[config.mk]
export PLATFORM = sky130hd
export DESIGN_NAME = rolling_xor_string_decoder_unit_flat
export DESIGN_NICKNAME = d
export VERILOG_FILES = /design/src/rxsd_pkg.sv /design/src/rxsd_if.sv /design/src/rxsd_decode.sv /design/src/rxsd_emit.sv /design/src/rolling_xor_string_decoder_unit.sv /design/src/flat_wrapper.sv
export SDC_FILE = /design/constraint.sdc
export NUM_CORES = 1
export LEC_CHECK = 0
export BUFFER_PORTS_ARGS = -buffer_cell sky130_fd_sc_hd__buf_4
export CAP_MARGIN = 20
export CORE_MARGIN = 1.5
export CORE_UTILIZATION = 35
export CTS_CLUSTER_DIAMETER = 30
export DETAILED_ROUTE_END_ITERATION = 8
export PLACE_DENSITY = 0.56
export SYNTH_ARGS = -nofsm -noshare
export SYNTH_HDL_FRONTEND = slang
export SYNTH_SLANG_ARGS = --single-unit
[constraint.sdc]
create_clock -name clk -period 4.3 [get_ports clk]
set_input_delay 0.215 -clock clk [delete_from_list [all_inputs] [get_ports clk]]
set_output_delay 0.215 -clock clk [all_outputs]
set_load 0.005 [all_outputs]
[src/rxsd_pkg.sv]
// ----------------------------------------------------------------------------
// rxsd_pkg
// shared types and constants for the rolling xor string decoder
// ----------------------------------------------------------------------------
package rxsd_pkg;

  localparam int unsigned BYTE_W  = 8;
  localparam int unsigned LEN_W   = 12;
  localparam int unsigned NIB_W   = 4;
  localparam int unsigned PAD_W   = 4;
  localparam int unsigned KIND_W  = 2;

  localparam logic [BYTE_W-1:0] HDR_SIGNED_MAX = 8'd8;
  localparam logic [PAD_W-1:0]  PAD_RESET      = 4'd1;

  typedef enum logic [KIND_W-1:0] {
    KIND_BODY = 2'd0,
    KIND_PAD  = 2'd1,
    KIND_ERR  = 2'd2
  } kind_t;

  typedef enum logic [2:0] {
    PH_IDLE = 3'd0,
    PH_HDR1 = 3'd1,
    PH_HDR2 = 3'd2,
    PH_HDR3 = 3'd3,
    PH_BODY = 3'd4
  } phase_t;

  // what one accepted item asks the output side to emit
  typedef struct packed {
    logic              err;
    logic              has_body;
    logic              body_last;
    logic [BYTE_W-1:0] body_byte;
    logic [PAD_W-1:0]  pad_cnt;
  } plan_t;

endpackage

[src/rxsd_if.sv]
// ----------------------------------------------------------------------------
// rxsd channel interfaces
// valid/ready channels for input items, result items and configuration
// ----------------------------------------------------------------------------
interface rxsd_in_if;
  logic                          valid;
  logic                          ready;
  logic [rxsd_pkg::BYTE_W-1:0]   in_byte;
  logic                          start_req;
  modport source (output valid, output in_byte, output start_req, input ready);
  modport sink   (input valid, input in_byte, input start_req, output ready);
endinterface

interface rxsd_out_if;
  logic                          valid;
  logic                          ready;
  logic [rxsd_pkg::BYTE_W-1:0]   out_byte;
  logic [rxsd_pkg::KIND_W-1:0]   kind;
  logic                          last;
  modport source (output valid, output out_byte, output kind, output last, input ready);
  modport sink   (input valid, input out_byte, input kind, input last, output ready);
endinterface

interface rxsd_cfg_if;
  logic                          valid;
  logic                          ready;
  logic [rxsd_pkg::PAD_W-1:0]    pad_bytes;
  modport source (output valid, output pad_bytes, input ready);
  modport sink   (input valid, input pad_bytes, output ready);
endinterface

[src/rxsd_decode.sv]
// ----------------------------------------------------------------------------
// rxsd_decode
// header parse, key roll and body decode; one plan per accepted item
// ----------------------------------------------------------------------------
module rxsd_decode (
  input  logic                         clk,
  input  logic                         rst_n,
  input  logic                         take,
  input  logic [rxsd_pkg::BYTE_W-1:0]  in_byte,
  input  logic                         start_req,
  input  logic [rxsd_pkg::PAD_W-1:0]   pad_bytes,
  output rxsd_pkg::plan_t              plan
);

  rxsd_pkg::phase_t              phase_r, phase_nxt;
  logic [rxsd_pkg::LEN_W-1:0]    rem_r, rem_nxt;
  logic [rxsd_pkg::NIB_W-1:0]    len_high_r, len_high_nxt;
  logic [rxsd_pkg::BYTE_W-1:0]   key_step_r, key_step_nxt;
  logic [rxsd_pkg::BYTE_W-1:0]   key_run_r, key_run_nxt;
  logic                          hdr_ok;
  logic [rxsd_pkg::LEN_W-1:0]    rem_dec;

  // signed compare against the header limit
  assign hdr_ok  = in_byte[rxsd_pkg::BYTE_W-1] || (in_byte <= rxsd_pkg::HDR_SIGNED_MAX);
  assign rem_dec = rem_r - rxsd_pkg::LEN_W'(1);

  always_comb begin
    phase_nxt    = phase_r;
    rem_nxt      = rem_r;
    len_high_nxt = len_high_r;
    key_step_nxt = key_step_r;
    key_run_nxt  = key_run_r;
    plan         = '0;
    if (start_req) begin
      if (hdr_ok) begin
        len_high_nxt = in_byte[rxsd_pkg::NIB_W-1:0];
        phase_nxt    = rxsd_pkg::PH_HDR1;
      end else begin
        plan.err  = 1'b1;
        phase_nxt = rxsd_pkg::PH_IDLE;
      end
    end else begin
      unique case (phase_r)
        rxsd_pkg::PH_HDR1: begin
          rem_nxt   = {len_high_r, in_byte};
          phase_nxt = rxsd_pkg::PH_HDR2;
        end
        rxsd_pkg::PH_HDR2: begin
          key_run_nxt = in_byte;
          phase_nxt   = rxsd_pkg::PH_HDR3;
        end
        rxsd_pkg::PH_HDR3: begin
          key_step_nxt = in_byte;
          key_run_nxt  = key_run_r + in_byte;
          if (rem_r == '0) begin
            plan.pad_cnt = pad_bytes;
            phase_nxt    = rxsd_pkg::PH_IDLE;
          end else begin
            phase_nxt = rxsd_pkg::PH_BODY;
          end
        end
        rxsd_pkg::PH_BODY: begin
          plan.has_body  = 1'b1;
          plan.body_byte = in_byte ^ key_run_r;
          key_run_nxt    = key_run_r + key_step_r;
          rem_nxt        = rem_dec;
          if (rem_dec == '0) begin
            plan.body_last = 1'b1;
            plan.pad_cnt   = pad_bytes;
            phase_nxt      = rxsd_pkg::PH_IDLE;
          end
        end
        default: begin
          phase_nxt = rxsd_pkg::PH_IDLE;
        end
      endcase
    end
  end

  always_ff @(posedge clk) begin
    if (!rst_n) begin
      phase_r    <= rxsd_pkg::PH_IDLE;
      rem_r      <= '0;
      len_high_r <= '0;
      key_step_r <= '0;
      key_run_r  <= '0;
    end else if (take) begin
      phase_r    <= phase_nxt;
      rem_r      <= rem_nxt;
      len_high_r <= len_high_nxt;
      key_step_r <= key_step_nxt;
      key_run_r  <= key_run_nxt;
    end
  end

endmodule

[src/rxsd_emit.sv]
// ----------------------------------------------------------------------------
// rxsd_emit
// result register and padding counter; turns a plan into result items
// ----------------------------------------------------------------------------
module rxsd_emit (
  input  logic                         clk,
  input  logic                         rst_n,
  input  rxsd_pkg::plan_t              plan,
  input  logic                         load,
  output logic                         can_load,
  output logic                         out_valid,
  input  logic                         out_ready,
  output logic [rxsd_pkg::BYTE_W-1:0]  out_byte,
  output logic [rxsd_pkg::KIND_W-1:0]  out_kind,
  output logic                         out_last
);

  logic                          valid_r, valid_nxt;
  logic [rxsd_pkg::BYTE_W-1:0]   byte_r, byte_nxt;
  rxsd_pkg::kind_t               kind_r, kind_nxt;
  logic                          last_r, last_nxt;
  logic [rxsd_pkg::PAD_W-1:0]    pads_r, pads_nxt;
  logic                          slot_free;

  assign slot_free = !valid_r || out_ready;
  assign can_load  = (pads_r == '0) && slot_free;

  always_comb begin
    valid_nxt = valid_r;
    byte_nxt  = byte_r;
    kind_nxt  = kind_r;
    last_nxt  = last_r;
    pads_nxt  = pads_r;
    if (valid_r && out_ready) begin
      valid_nxt = 1'b0;
    end
    if (pads_r != '0) begin
      if (slot_free) begin
        valid_nxt = 1'b1;
        byte_nxt  = '0;
        kind_nxt  = rxsd_pkg::KIND_PAD;
        last_nxt  = (pads_r == rxsd_pkg::PAD_W'(1));
        pads_nxt  = pads_r - rxsd_pkg::PAD_W'(1);
      end
    end else if (load) begin
      if (plan.err) begin
        valid_nxt = 1'b1;
        byte_nxt  = '0;
        kind_nxt  = rxsd_pkg::KIND_ERR;
        last_nxt  = 1'b1;
      end else if (plan.has_body) begin
        valid_nxt = 1'b1;
        byte_nxt  = plan.body_byte;
        kind_nxt  = rxsd_pkg::KIND_BODY;
        last_nxt  = plan.body_last && (plan.pad_cnt == '0);
        pads_nxt  = plan.pad_cnt;
      end else if (plan.pad_cnt != '0) begin
        valid_nxt = 1'b1;
        byte_nxt  = '0;
        kind_nxt  = rxsd_pkg::KIND_PAD;
        last_nxt  = (plan.pad_cnt == rxsd_pkg::PAD_W'(1));
        pads_nxt  = plan.pad_cnt - rxsd_pkg::PAD_W'(1);
      end
    end
  end

  always_ff @(posedge clk) begin
    if (!rst_n) begin
      valid_r <= 1'b0;
      pads_r  <= '0;
    end else begin
      valid_r <= valid_nxt;
      pads_r  <= pads_nxt;
    end
  end

  always_ff @(posedge clk) begin
    byte_r <= byte_nxt;
    kind_r <= kind_nxt;
    last_r <= last_nxt;
  end

  assign out_valid = valid_r;
  assign out_byte  = byte_r;
  assign out_kind  = kind_r;
  assign out_last  = last_r;

endmodule

[src/rolling_xor_string_decoder_unit.sv]
// ----------------------------------------------------------------------------
// rolling_xor_string_decoder_unit
// decodes an obfuscated blob byte by byte with a rolling xor key
// ----------------------------------------------------------------------------
// in_ch takes one blob byte per item; start_req marks header byte 0. four
// header bytes carry length and keys, body bytes come out xored with the
// rolling key, then pad_bytes zero items follow and the final result of the
// blob has last set. a rejected header gives one error item.
// out_ch carries result items from a single result register, so a result
// shows in the cycle after its item is accepted.
// throughput is one item per cycle while out_ch takes results; the padding
// counter holds in_ch ready low while it emits pad items after a body. the
// key add and xor sit between the input and the result register.
// cfg_ch writes pad_bytes at any time and is always ready; change it only
// while the block is idle.
// reset clears the header state, the padding counter and the result valid,
// and sets pad_bytes to 1. when out_ch stalls the result register holds and
// in_ch ready drops until the result is taken.
// ----------------------------------------------------------------------------
module rolling_xor_string_decoder_unit (
  input  logic        clk,
  input  logic        rst_n,
  rxsd_in_if.sink     in_ch,
  rxsd_out_if.source  out_ch,
  rxsd_cfg_if.sink    cfg_ch
);

  logic [rxsd_pkg::PAD_W-1:0] pad_bytes_r;
  rxsd_pkg::plan_t            plan;
  logic                       can_load;
  logic                       take;

  assign cfg_ch.ready = 1'b1;

  always_ff @(posedge clk) begin
    if (!rst_n) begin
      pad_bytes_r <= rxsd_pkg::PAD_RESET;
    end else if (cfg_ch.valid) begin
      pad_bytes_r <= cfg_ch.pad_bytes;
    end
  end

  assign in_ch.ready = can_load;
  assign take        = in_ch.valid && can_load;

  rxsd_decode u_decode (
    .clk       (clk),
    .rst_n     (rst_n),
    .take      (take),
    .in_byte   (in_ch.in_byte),
    .start_req (in_ch.start_req),
    .pad_bytes (pad_bytes_r),
    .plan      (plan)
  );

  rxsd_emit u_emit (
    .clk       (clk),
    .rst_n     (rst_n),
    .plan      (plan),
    .load      (take),
    .can_load  (can_load),
    .out_valid (out_ch.valid),
    .out_ready (out_ch.ready),
    .out_byte  (out_ch.out_byte),
    .out_kind  (out_ch.kind),
    .out_last  (out_ch.last)
  );

endmodule
[src/flat_wrapper.sv]
// flat-port wrapper written by rule: the top's interface ports become plain ports
module rolling_xor_string_decoder_unit_flat 
  (clk, rst_n, in_ch_valid, in_ch_in_byte, in_ch_start_req, in_ch_ready, out_ch_valid, out_ch_out_byte, out_ch_kind, out_ch_last, out_ch_ready, cfg_ch_valid, cfg_ch_pad_bytes, cfg_ch_ready);
  rxsd_in_if in_ch_i ();
  rxsd_out_if out_ch_i ();
  rxsd_cfg_if cfg_ch_i ();
  input  logic clk;
  input  logic rst_n;
  input wire logic [$bits(in_ch_i.valid)-1:0] in_ch_valid;
  input wire logic [$bits(in_ch_i.in_byte)-1:0] in_ch_in_byte;
  input wire logic [$bits(in_ch_i.start_req)-1:0] in_ch_start_req;
  output wire logic [$bits(in_ch_i.ready)-1:0] in_ch_ready;
  output wire logic [$bits(out_ch_i.valid)-1:0] out_ch_valid;
  output wire logic [$bits(out_ch_i.out_byte)-1:0] out_ch_out_byte;
  output wire logic [$bits(out_ch_i.kind)-1:0] out_ch_kind;
  output wire logic [$bits(out_ch_i.last)-1:0] out_ch_last;
  input wire logic [$bits(out_ch_i.ready)-1:0] out_ch_ready;
  input wire logic [$bits(cfg_ch_i.valid)-1:0] cfg_ch_valid;
  input wire logic [$bits(cfg_ch_i.pad_bytes)-1:0] cfg_ch_pad_bytes;
  output wire logic [$bits(cfg_ch_i.ready)-1:0] cfg_ch_ready;
  assign in_ch_i.valid = in_ch_valid;
  assign in_ch_i.in_byte = in_ch_in_byte;
  assign in_ch_i.start_req = in_ch_start_req;
  assign in_ch_ready = in_ch_i.ready;
  assign out_ch_valid = out_ch_i.valid;
  assign out_ch_out_byte = out_ch_i.out_byte;
  assign out_ch_kind = out_ch_i.kind;
  assign out_ch_last = out_ch_i.last;
  assign out_ch_i.ready = out_ch_ready;
  assign cfg_ch_i.valid = cfg_ch_valid;
  assign cfg_ch_i.pad_bytes = cfg_ch_pad_bytes;
  assign cfg_ch_ready = cfg_ch_i.ready;
  rolling_xor_string_decoder_unit u_core (.clk(clk), .rst_n(rst_n), .in_ch(in_ch_i), .out_ch(out_ch_i), .cfg_ch(cfg_ch_i));
endmodule
==> Implementation_results.wiki, run 1 <==
{| class="wikitable"
! Metric !! Value
|-
| X dimension of the die || 103 um
|-
| Number of antenna violations at the first check in global routing || 0
|-
| Number of distinct library cells after synthesis || 67
|-
| Syn Nets || 471
|-
| Summed instance area of the synthesized netlist || 3480 um2
|-
| Count of buffers from port buffering || 30
|-
| Post-synthesis register bit count || 55
|-
| Normalized max-slew margin || 0.302
|-
| Peak supply drop || 0.147 mV
|-
| Number of enable flip-flop cells after synthesis || 11
|-
| GR Overflow Total || 0
|-
| Total setup violations reported at the end of the flow || 0
|-
| Num CTS Buffers || 5
|-
| Critical path required time || 4.57 ns
|-
| Number of antenna cells inserted || 0
|-
| Final routed wire length divided by cell count || 16.0 um
|-
| Clock Root Buffer || sky130_fd_sc_hd__clkbuf_8
|-
| Setup TNS || 0 ns
|-
| Leakage power || 0.00150 uW
|-
| Number of iterations in the first detailed-routing pass || 4
|-
| Slack of the worst reg-to-reg path || 1.02 ns
|-
| Number of vias after detailed routing || 3,179
|-
| Fraction of post-synthesis cell area in the top cell type by area || 0.253
|-
| Placement Setup Slack || 1.09 ns
|-
| Minimum setup slack in the final design || 1.02 ns
|-
| Highest net fanout along the worst path || 8
|-
| Detailed placement HPWL || 6.83 mm
|-
| Final period util || 0.764
|-
| Final count of pins violating max slew || 0
|-
| Number of instances resized during post-cts repair || 0
|-
| GRT Overall Usage || 0.188
|-
| Most area-consuming cells after synthesis || sky130_fd_sc_hd__dfxtp_1, sky130_fd_sc_hd__edfxtp_1, sky130_fd_sc_hd__nand2_1
|-
| Most common cell after layout, fill and taps aside || sky130_fd_sc_hd__nand2_1
|-
| Unrepaired setup endpoints after global routing || false
|-
| Number of global-route vias before repair || 2,822
|-
| CP Data Arrival Time || 3.55 ns
|-
| Number of remaining DRC errors || 0
|-
| Die Span Y || 103 um
|-
| Clock tree from TritonCTS || built
|-
| Synthesized instance count || 437
|-
| Largest net degree at the start of global routing || 28
|-
| Full die area || 10,500 um2
|-
| Standard-cell rows || 36
|-
| Proportion of layout cells with a drive suffix above 1 || 0.127
|-
| Post-layout net count || 488
|-
| Largest clock skew in the final design || 0.00779 ns
|-
| Peak Freq || 0.305 GHz
|-
| Share of synthesized flip-flops with an asynchronous set or reset || 0
|-
| Clock sink count || 55
|-
| Minimum period implied by the final worst setup slack || 3.28 ns
|-
| Initial Util || 0.358
|-
| Slew of the pin with the lowest slew margin || 1.05 ns
|-
| DR iter-0 viols || 137
|-
| Largest buffer count on any clock path || 2
|-
| Ratio of routed vias to standard cells || 5.41
|-
| Insertion delay of the later-clocked pin in the worst-skew pair || 0.32 ns
|-
| Sort of element at the start of the critical path || flip-flop
|-
| Clock transition at the register clock pins on the worst setup and hold paths after CTS || 0.10 ns
|-
| Commonest cells after routing, fill and taps aside || sky130_fd_sc_hd__nand2_1, sky130_fd_sc_hd__nor2_1, sky130_fd_sc_hd__dfxtp_1
|-
| Ys Warns || 0
|-
| PnR Total Power || 1390 uW
|-
| Fin. Hold Viols || 0
|-
| Share of the yosys chip area belonging to registers || 0.348
|-
| Deepest level of the CTS H-tree || 2
|-
| Power per cell area || 357 nW/um2
|-
| Global-route wire length before repair || 15.2 mm
|-
| Number of placed I/O pins || 32
|-
| Post-synthesis area per instance || 7.96 um2
|-
| Setup CP Type || reg2reg
|-
| Post-CTS setup buffer count || 0
|-
| Main flop type after synthesis || sky130_fd_sc_hd__dfxtp_1
|-
| Cell type contributing the most total cell area after synthesis || sky130_fd_sc_hd__dfxtp_1
|-
| Final wirelength || 9.43 mm
|-
| Cts hold-fix bufs || 0
|-
| Number of routed nets with antenna violations || 0
|-
| Area of the core || 9730 um2
|-
| Final weighted congestion in routability-driven placement || 0.861
|-
| Outcome || finished clean
|-
| Setup crit end kind || flip-flop
|-
| Max-Cap Viols || 0
|-
| Path class of the lowest-slack min-delay path || in2reg
|-
| Area added between synthesis and finish || 11.9%
|}
layout make-up:
| cell class | count | area, um2 |
|---|---|---|
| Clock inverter | 1 | 5.00 |
| Sequential cell | 55 | 1210 |
| Tap cell | 133 | 166 |
| Fill cell | 1023 | 5830 |
| Timing Repair Buffer | 35 | 263 |
| Inverter | 11 | 41.3 |
| Clock buffer | 7 | 86.3 |
| Multi-Input combinational cell | 346 | 2120 |
worst max-delay path, stage by stage, from the launching register on:
cell                       delay, ns
sky130_fd_sc_hd__dfxtp_1        0.38
sky130_fd_sc_hd__inv_1          0.10
sky130_fd_sc_hd__ha_1           0.30
sky130_fd_sc_hd__or4b_1         0.51
sky130_fd_sc_hd__o21ai_1        0.14
sky130_fd_sc_hd__nand4b_1       0.17
sky130_fd_sc_hd__nor2_2         0.20
sky130_fd_sc_hd__a21o_1         0.16
sky130_fd_sc_hd__nand2_1        0.10
sky130_fd_sc_hd__ha_1           0.24
sky130_fd_sc_hd__and3_1         0.17
sky130_fd_sc_hd__a311o_1        0.34
sky130_fd_sc_hd__a311oi_1       0.27
sky130_fd_sc_hd__a32o_2         0.16
flip-flops by register name, summed over array words and instances (netlist names):
| name | flops |
|---|---|
| u_core.u_decode.key_run_r | 8 |
| u_core.u_decode.len_high_r | 4 |
| u_core.u_decode.phase_r | 3 |
| u_core.u_emit.out_last | 1 |
| u_core.u_emit.pads_r | 4 |
| u_core.u_emit.out_byte | 8 |
| u_core.u_decode.rem_r | 12 |
| u_core.u_emit.out_kind | 2 |
| u_core.pad_bytes_r | 4 |
| u_core.u_decode.key_step_r | 8 |
| u_core.u_emit.out_valid | 1 |
path summary, 6_finish.rpt:
path | to | start | cells after the start
worst max-delay path | u_core.u_emit.pads_r[2] | u_core.u_decode.rem_r[0] | 13
worst min register to register | u_core.u_decode.key_step_r[2] | u_core.u_decode.key_step_r[2] | 2
worst min-delay path | u_core.pad_bytes_r[0] | cfg_ch_pad_bytes[0] | 3
worst max register to register | u_core.u_emit.pads_r[2] | u_core.u_decode.rem_r[0] | 13
cells by family (layout without fill, tap and decap cells):
family | count (synthesis) | count (layout) | share of synthesized area
compound gates | 113 | 113 | 0.210
simple gates | 189 | 189 | 0.266
flops | 55 | 55 | 0.348
buf+inv | 36 | 54 | 0.0435
xor+xnor | 15 | 15 | 0.0378
other cells | 1 | 1 | 0.00108
fa+ha+maj | 16 | 16 | 0.0597
mux | 12 | 12 | 0.0345
stage by stage:
stage                     hold WS, ns  area [um2]  utilization  instances
after floorplan                 0.344        3480            -        437
after global placement          0.439        3800        0.391        580
after detailed placement        0.444        3800        0.391        580
after CTS                       0.107        3890        0.400        588
after global routing            0.117        3890        0.400        588
final                           0.119        3890        0.400        588
Yosys cell counts, drive strengths merged, types with 8 or more instances:
master	n
nand2	67
nor2	53
dfxtp	44
a21oi	37
o21ai	25
clkbuf	19
nor3	18
ha	15
mux2i	12
nand3	12
xnor2	12
edfxtp	11
inv	10
a311oi	8
power by group:
part	total (uW)	switching [uW]	internal, uW
Clock	309	179	131
Combinational	428	235	193
Sequential	654	40.2	614
Total	1390	454	938
metal layers:
layer	GRT usage	up-vias	wire, um
li1	-	1595	-
met1	0.273	1505	4660
met2	0.300	72	4270
met3	0.0244	7	412
met4	0.0379	0	87
met5	0	-	0
(Power assumes the default switching activity.)
==> run 2: changes to the inputs <==
clock period = 3.4 ns   (was 4.3 ns; I/O delays follow)
==> Implementation_results.wiki, run 2 (synthesized netlist as in run 1, its figures left out) <==
{| class="wikitable"
! Metric !! Value
|-
| Detailed placement HPWL || 6.86 mm (was 6.83 mm)
|-
| Top register by number of flip-flops || u_core.u_decode.rem_r (unchanged)
|-
| Setup crit end kind || flip-flop (unchanged)
|-
| GR Overflow Total || 0 (unchanged)
|-
| Power per cell area || 443 nW/um2 (was 357 nW/um2)
|-
| Filler Cell Count || 1,040 (was 1,023)
|-
| Post-DP Area || 3840 um2 (was 3800 um2)
|-
| Area added between synthesis and finish || 13.0% (was 11.9%)
|-
| Peak Freq || 0.313 GHz (was 0.305 GHz)
|-
| Global-route wire length before repair || 15.0 mm (was 15.2 mm)
|-
| Highest net fanout along the worst path || 8 (unchanged)
|-
| Clock sink count || 55 (unchanged)
|-
| Final routed wire length divided by cell count || 15.7 um (was 16.0 um)
|-
| Normalized max-slew margin || 0.526 (was 0.302)
|-
| Cts hold-fix bufs || 0 (unchanged)
|-
| Number of antenna cells inserted || 0 (unchanged)
|-
| Max-Cap Viols || 0 (unchanged)
|-
| Largest clock skew in the final design || 0.0112 ns (was 0.00779 ns)
|-
| Commonest cells after routing, fill and taps aside || sky130_fd_sc_hd__nand2_1, sky130_fd_sc_hd__nor2_1, sky130_fd_sc_hd__dfxtp_1 (unchanged)
|-
| Final instance area || 3930 um2 (was 3890 um2)
|-
| Total setup violations reported at the end of the flow || 0 (unchanged)
|-
| Minimum period implied by the final worst setup slack || 3.20 ns (was 3.28 ns)
|-
| Post-CTS setup buffer count || 0 (unchanged)
|-
| Leakage power || 0.00152 uW (was 0.00150 uW)
|-
| Setup TNS || 0 ns (unchanged)
|-
| Number of routed nets with antenna violations || 0 (unchanged)
|-
| Final period util || 0.940 (was 0.764)
|-
| Flip-flop count of the largest register after layout || 12 (unchanged)
|-
| PnR Total Power || 1740 uW (was 1390 uW)
|-
| Die Span Y || 103 um (unchanged)
|-
| Number of vias after detailed routing || 3,255 (was 3,179)
|-
| Count of buffers from port buffering || 30 (unchanged)
|-
| Insertion delay of the later-clocked pin in the worst-skew pair || 0.31 ns (was 0.32 ns)
|-
| Clock Root Buffer || sky130_fd_sc_hd__clkbuf_8 (unchanged)
|-
| Core utilization of the finished layout || 0.404 (was 0.400)
|-
| Most common cell after layout, fill and taps aside || sky130_fd_sc_hd__nand2_1 (unchanged)
|-
| Clock tree from TritonCTS || built (unchanged)
|-
| Final wirelength || 9.32 mm (was 9.43 mm)
|-
| Ratio of routed vias to standard cells || 5.48 (was 5.41)
|-
| DR iter-0 viols || 126 (was 137)
|-
| Path class of the lowest-slack min-delay path || in2reg (unchanged)
|-
| Number of antenna violations at the first check in global routing || 0 (unchanged)
|-
| Number of instances resized during post-cts repair || 0 (unchanged)
|-
| Largest net degree at the start of global routing || 27 (was 28)
|-
| Deepest level of the CTS H-tree || 2 (unchanged)
|-
| Full die area || 10,500 um2 (unchanged)
|-
| Proportion of layout cells with a drive suffix above 1 || 0.139 (was 0.127)
|-
| X dimension of the die || 103 um (unchanged)
|-
| Number of remaining DRC errors || 0 (unchanged)
|-
| Largest buffer count on any clock path || 2 (unchanged)
|-
| Final weighted congestion in routability-driven placement || 0.863 (was 0.861)
|-
| Slew of the pin with the lowest slew margin || 0.707 ns (was 1.05 ns)
|-
| Sort of element at the start of the critical path || flip-flop (unchanged)
|-
| Post-layout net count || 494 (was 488)
|-
| Standard-cell rows || 36 (unchanged)
|-
| Num CTS Buffers || 5 (unchanged)
|-
| Fin. Hold Viols || 0 (unchanged)
|-
| Setup CP Type || reg2reg (unchanged)
|-
| CP Data Arrival Time || 3.46 ns (was 3.55 ns)
|-
| Initial Util || 0.358 (unchanged)
|-
| Area of the core || 9730 um2 (unchanged)
|-
| Clock transition at the register clock pins on the worst setup and hold paths after CTS || 0.10 ns (about the same)
|-
| Number of placed I/O pins || 32 (unchanged)
|-
| Number of iterations in the first detailed-routing pass || 5 (was 4)
|-
| Peak supply drop || 0.206 mV (was 0.147 mV)
|-
| GRT Overall Usage || 0.183 (was 0.188)
|-
| Final count of pins violating max slew || 0 (unchanged)
|-
| Outcome || finished clean (unchanged)
|-
| Number of global-route vias before repair || 2,951 (was 2,822)
|-
| Unrepaired setup endpoints after global routing || false (unchanged)
|-
| Critical path required time || 3.66 ns (was 4.57 ns)
|}
## run 2: changes by cell type in the layout (fill, tap and decap cells not counted)
cell and change:
sky130_fd_sc_hd__buf_4 +6, sky130_fd_sc_hd__ha_1 -1, sky130_fd_sc_hd__ha_2 +1, sky130_fd_sc_hd__clkbuf_1 +1, sky130_fd_sc_hd__clkbuf_8 -1
## run 2: worst paths after layout
kind | startpoint | endpoint | slack (ns) | depth (start not counted)
hold reg to reg | u_core.u_decode.key_step_r[0] | u_core.u_decode.key_step_r[0] | 0.46 | 2
setup / recovery | u_core.u_decode.rem_r[0] | u_core.u_emit.pads_r[2] | 0.20 | 13
setup reg to reg | u_core.u_decode.rem_r[0] | u_core.u_emit.pads_r[2] | 0.20 | 13
hold / removal | cfg_ch_pad_bytes[0] | u_core.pad_bytes_r[0] | 0.08 | 3
## run 2: layout make-up
class                           instances  area [um2]  area share
Multi-Input combinational cell        346        2120       0.540
Sequential cell                        55        1210       0.308
Timing Repair Buffer                   41         308      0.0783
Tap cell                              133         166      0.0423
Clock buffer                            7        76.3      0.0194
Inverter                               11        41.3      0.0105
Clock inverter                          1        5.00     0.00127
## run 2: power breakdown
| part | internal [uW] | switching, uW | leakage [uW] | total (uW) |
|---|---|---|---|---|
| clock network | 146 | 219 | 0.0000422 | 365 |
| logic | 255 | 298 | 0.00101 | 553 |
| registers | 777 | 48.6 | 0.000467 | 825 |
## run 2: metal layers
metal,vias up,track usage,part of all wire,routed length [um]
met5,-,0,0,0
met4,0,0.0611,0.019,180
met3,12,0.0332,0.042,392
met2,71,0.279,0.45,4190
met1,1563,0.260,0.49,4550
li1,1609,-,-,-
## run 2: per-stage QoR
stage | worst slack (ns) | hold WS (ns) | std cells
after floorplan | 0.135 | 0.299 | 437
after global placement | 0.299 | 0.394 | 585
after detailed placement | 0.166 | 0.397 | 585
after CTS | 0.141 | 0.0740 | 593
after global routing | 0.000257 | 0.0879 | 594
final | 0.205 | 0.0836 | 594
## run 2: critical path, stage by stage, from the launching register on
cell and delay [ns]:
sky130_fd_sc_hd__dfxtp_1 0.38, sky130_fd_sc_hd__inv_1 0.10, sky130_fd_sc_hd__ha_2 0.25, sky130_fd_sc_hd__or4b_1 0.50
sky130_fd_sc_hd__o21ai_1 0.14, sky130_fd_sc_hd__nand4b_1 0.16, sky130_fd_sc_hd__nor2_2 0.17, sky130_fd_sc_hd__a21o_1 0.15
sky130_fd_sc_hd__nand2_1 0.10, sky130_fd_sc_hd__ha_1 0.24, sky130_fd_sc_hd__and3_1 0.17, sky130_fd_sc_hd__a311o_1 0.34
sky130_fd_sc_hd__a311oi_1 0.28, sky130_fd_sc_hd__a32o_2 0.16
